===== src/rtl/bmhpq_pkg.sv =====
// Shared types and codes for the min-priority queue.
`timescale 1ns / 1ps
package bmhpq_pkg;

	localparam int VAL_W   = 32;
	localparam int COUNT_W = 7;

	localparam logic OP_ENQ = 1'b0;
	localparam logic OP_DEQ = 1'b1;

	localparam logic [1:0] ST_OK    = 2'd0;
	localparam logic [1:0] ST_EMPTY = 2'd1;
	localparam logic [1:0] ST_FULL  = 2'd2;

	typedef struct packed {
		logic                    opcode;
		logic signed [VAL_W-1:0] value;
	} bmhpq_req_t;

	typedef struct packed {
		logic signed [VAL_W-1:0] result_value;
		logic [1:0]              status;
		logic [COUNT_W-1:0]      entry_count;
	} bmhpq_rsp_t;

	// Row-wide command broadcast to every cell.
	typedef struct packed {
		logic enq;
		logic deq;
	} bmhpq_ctl_t;

endpackage


===== src/rtl/bmhpq_cell.sv =====
// One storage cell of the sorted row: holds one entry, shifts on command.
`timescale 1ns / 1ps
module bmhpq_cell (
	input  logic                                  clk,
	input  bmhpq_pkg::bmhpq_ctl_t                 ctl,
	input  logic                                  occupied,
	input  logic signed [bmhpq_pkg::VAL_W-1:0]    new_val,
	input  logic signed [bmhpq_pkg::VAL_W-1:0]    left_val,
	input  logic                                  left_keep,
	input  logic signed [bmhpq_pkg::VAL_W-1:0]    right_val,
	output logic signed [bmhpq_pkg::VAL_W-1:0]    val,
	output logic                                  keep
);
	import bmhpq_pkg::*;

	logic signed [VAL_W-1:0] val_q;

	// Stay in place when occupied and not larger than the incoming value.
	assign keep = occupied && !(new_val < val_q);
	assign val  = val_q;

	always_ff @(posedge clk) begin
		if (ctl.enq && !keep) begin
			// insertion point takes the new value, cells behind it move right
			val_q <= left_keep ? new_val : left_val;
		end else if (ctl.deq) begin
			val_q <= right_val;
		end
	end

endmodule


===== config.mk =====
export PLATFORM = sky130hd
export DESIGN_NAME = bmhpq_cell
export DESIGN_NICKNAME = d
export VERILOG_FILES = /design/src/rtl/bmhpq_pkg.sv /design/src/rtl/bmhpq_cell.sv
export SDC_FILE = /design/constraint.sdc
export NUM_CORES = 1
export LEC_CHECK = 0
export BUFFER_PORTS_ARGS = -buffer_cell sky130_fd_sc_hd__buf_4
export CAP_MARGIN = 5
export CORE_MARGIN = 8
export CORE_UTILIZATION = 25
export DETAILED_ROUTE_END_ITERATION = 10
export PLACE_DENSITY = 0.61
export SLEW_MARGIN = 5
export SYNTH_ARGS = -nofsm -noshare
export SYNTH_HDL_FRONTEND = slang
export SYNTH_SLANG_ARGS = --single-unit

===== constraint.sdc =====
create_clock -name clk -period 7.32 [get_ports clk]
set_input_delay 1.464 -clock clk [delete_from_list [all_inputs] [get_ports clk]]
set_output_delay 1.464 -clock clk [all_outputs]
set_load 0.005 [all_outputs]

==> results.json <==
{
  "fin_crit_sh_pct": 67.9,
  "power.switching_uw": 241,
  "fp-row-count": 38,
  "tns_ns": 0,
  "avgViaCountPerCell": 4.41,
  "largest_register_ffs": 32,
  "yosys-top-cells-area": "edfxtp_1 35%, mux2_4 16%, mux2_2 14%",
  "min_period_ns": 4.97,
  "grt_pass1_vias": 2497,
  "power_uw": 792,
  "avgRoutedWirePerCell_um": 15.8,
  "setup_viol": 0,
  "portBuffers": 133,
  "yosysMostFrequentCell": "mux2_2",
  "synth_top_area_cell": "edfxtp_1",
  "die-area_um2": 14500,
  "wirelength_mm": 7.90,
  "area_growth_pct": 45.1,
  "grt_max_degree": 33,
  "dr.first_iter.drc_count": 39,
  "syn_avg_cell_area_um2": 12.0,
  "drc": 0,
  "clock_sinks": 32,
  "dieHeight_um": 120,
  "synth-warning-count": 0,
  "synth_common_cells": "35 x mux2_2, 33 x inv_1, 32 x edfxtp_1",
  "cp.arrival_ns": 3.51,
  "syn_nets": 358,
  "rsz0062_at_grt": "false",
  "slew_headroom_pct": 44.9,
  "r2r-start": "val[31]$_DFFE_PP_",
  "p_per_area_nw_per_um2": 200,
  "cts.repair.resized": 0,
  "gp_congestion": 0.719,
  "cp-start-kind": "primary input",
  "nets": 492,
  "p_sw_share_pct": 30.5,
  "cts_hold_buf": 0,
  "placed_cell_area_um2": 3840,
  "cts-buffers-inserted": 5,
  "tightestPinTransition_ns": 0.827,
  "syn_inst": 226,
  "yosysSeqAreaShare_pct": 35.3,
  "min_from": "right_val[13]",
  "holdWs_ns": 1.47,
  "clock_tree.htree_level_count": 2,
  "clk_pin_slew_ns": 0.08,
  "status": "finished, final reports clean",
  "cp_max_fo": 6,
  "hpwlAfterDp_mm": 6.39,
  "core_area_um2": 10700,
  "cts_tree": "built",
  "clock_latency_ns": 0.29,
  "busiest_layer": "met2",
  "io_pins": 134,
  "drv_cap": 0,
  "hold_violations": 0,
  "max_freq_ghz": 0.201,
  "fin_ws_ns": 2.35,
  "detail-route-antenna-nets": 0,
  "fin_skew_ns": 0.0116,
  "n_fill_cell": 1087,
  "required_ns": 5.86,
  "diodes": 0,
  "post_cts_buffers": 0,
  "initial_core_util_pct": 25.3,
  "synth_edf_count": 32,
  "p_clk_share_pct": 21.9,
  "endpoint_kind": "output port",
  "drv_slew": 0,
  "final_cell_area_um2": 3950,
  "seq_power_share_pct": 34.8,
  "synthArstFlopShare_pct": 0,
  "grt_pass1_wl_mm": 12.6,
  "synth_ff_type": "edfxtp_1",
  "synth_top_area_share_pct": 35.3,
  "grt_use_met3_pct": 3.40,
  "synth.distinct_cells": 26,
  "fp.dieW_um": 120,
  "dpl_worst_slack_ns": 2.31,
  "min_path_type": "in -> reg",
  "ys_ff_latch": 32,
  "grtUsageMet2_pct": 18.8,
  "syn_area_um2": 2720,
  "startpoint": "new_val[31]",
  "internal_power_uw": 550,
  "path_class": "in -> out",
  "use_met1_pct": 12.4,
  "antenna_found_initial": 0,
  "leakagePower_nw": 1.91,
  "irDropWorstVdd_mv": 0.0875,
  "vias": 2208,
  "power_frac_comb_pct": 43.3,
  "firstDrtPassIters": 4,
  "grt-ovfl-total": 0,
  "multi_input_area_um2": 1580,
  "clockBufferDepth": 2,
  "seq_area_um2": 961,
  "drive_above_1_share_pct": 58.4,
  "track_usage_pct": 10.8,
  "root_buffer": "clkbuf_8"
}
stage by stage:
step                util [%]  instances
floorplan                  -        226
global placement        35.8        493
detailed placement      35.8        493
CTS                     36.7        501
global route            36.7        501
finish                  36.7        501
placed cells by master, fill, tap and decap left out:
cell       netlist  routed
buf_4            0     134
nand2b_4         1       1
nand3_1          2       2
edfxtp_1        32      32
bufinv_16        0       1
o21ai_0          8       8
ha_1            31      31
or3_2            1       1
nand2b_1         2       2
or2_2            1       1
o311ai_4         1       1
nand4_1          4       4
a221oi_1         1       1
nor2_1           3       3
and4_1           1       1
mux2_4          29      29
a21oi_1         14      14
a2111o_1         1       1
a311o_1          1       1
mux2_2          35      35
nor4_2           1       1
o22ai_2          1       1
clkbuf_8         0       5
a21boi_0         1       1
a211oi_2         1       1
clkinv_1         0       2
nand2_1         14      14
inv_1           33      33
path summary, 6_finish.rpt:
path	to	slack [ns]	depth (start not counted)
worst min register to register	val[27]$_DFFE_PP_	1.62	7
worst max-delay path	keep	2.35	9
worst max register to register	val[0]$_DFFE_PP_	4.11	9
worst min-delay path	val[13]$_DFFE_PP_	1.47	2
power groups by stage:
stage	Clock (mW)	Combinational [mW]	Sequential (mW)
final	0.173	0.342	0.276
after global routing	0.184	0.382	0.281
after CTS	0.180	0.351	0.277
after detailed placement	0	0.349	0.280
after global placement	0	0.344	0.279
after floorplan	0	0.203	0.281
metal layers:
layer | up-vias | wire length, µm
met2 | 84 | 3920
li1 | 1092 | -
met1 | 1026 | 3280
met4 | 0 | 93
met3 | 6 | 609
met5 | - | 0
final cells by class:
type / instances / share of cell area [%]
clock buffers: 5 / 1.74
clock inverters: 3 / 0.951
inverters: 33 / 3.14
multi-input cells: 154 / 39.9
flip-flops and latches: 32 / 24.3
well taps: 140 / 4.44
repair buffers: 134 / 25.5
critical path: stages:
cell and delay, ns:
buf_4 0.11, ha_1 0.36, nand4_1 0.16, nor2_1 0.06, a221oi_1 0.33, nand3_1 0.22, or3_2 0.48, a21boi_0 0.17
buf_4 0.14
cells by family after synthesis:
group / synth area share, %
buf+inv: 6.76
flops: 35.3
simple gates: 5.88
mux: 30.5
compound gates: 7.31
fa+ha+maj: 14.3
(Power assumes the default switching activity.)
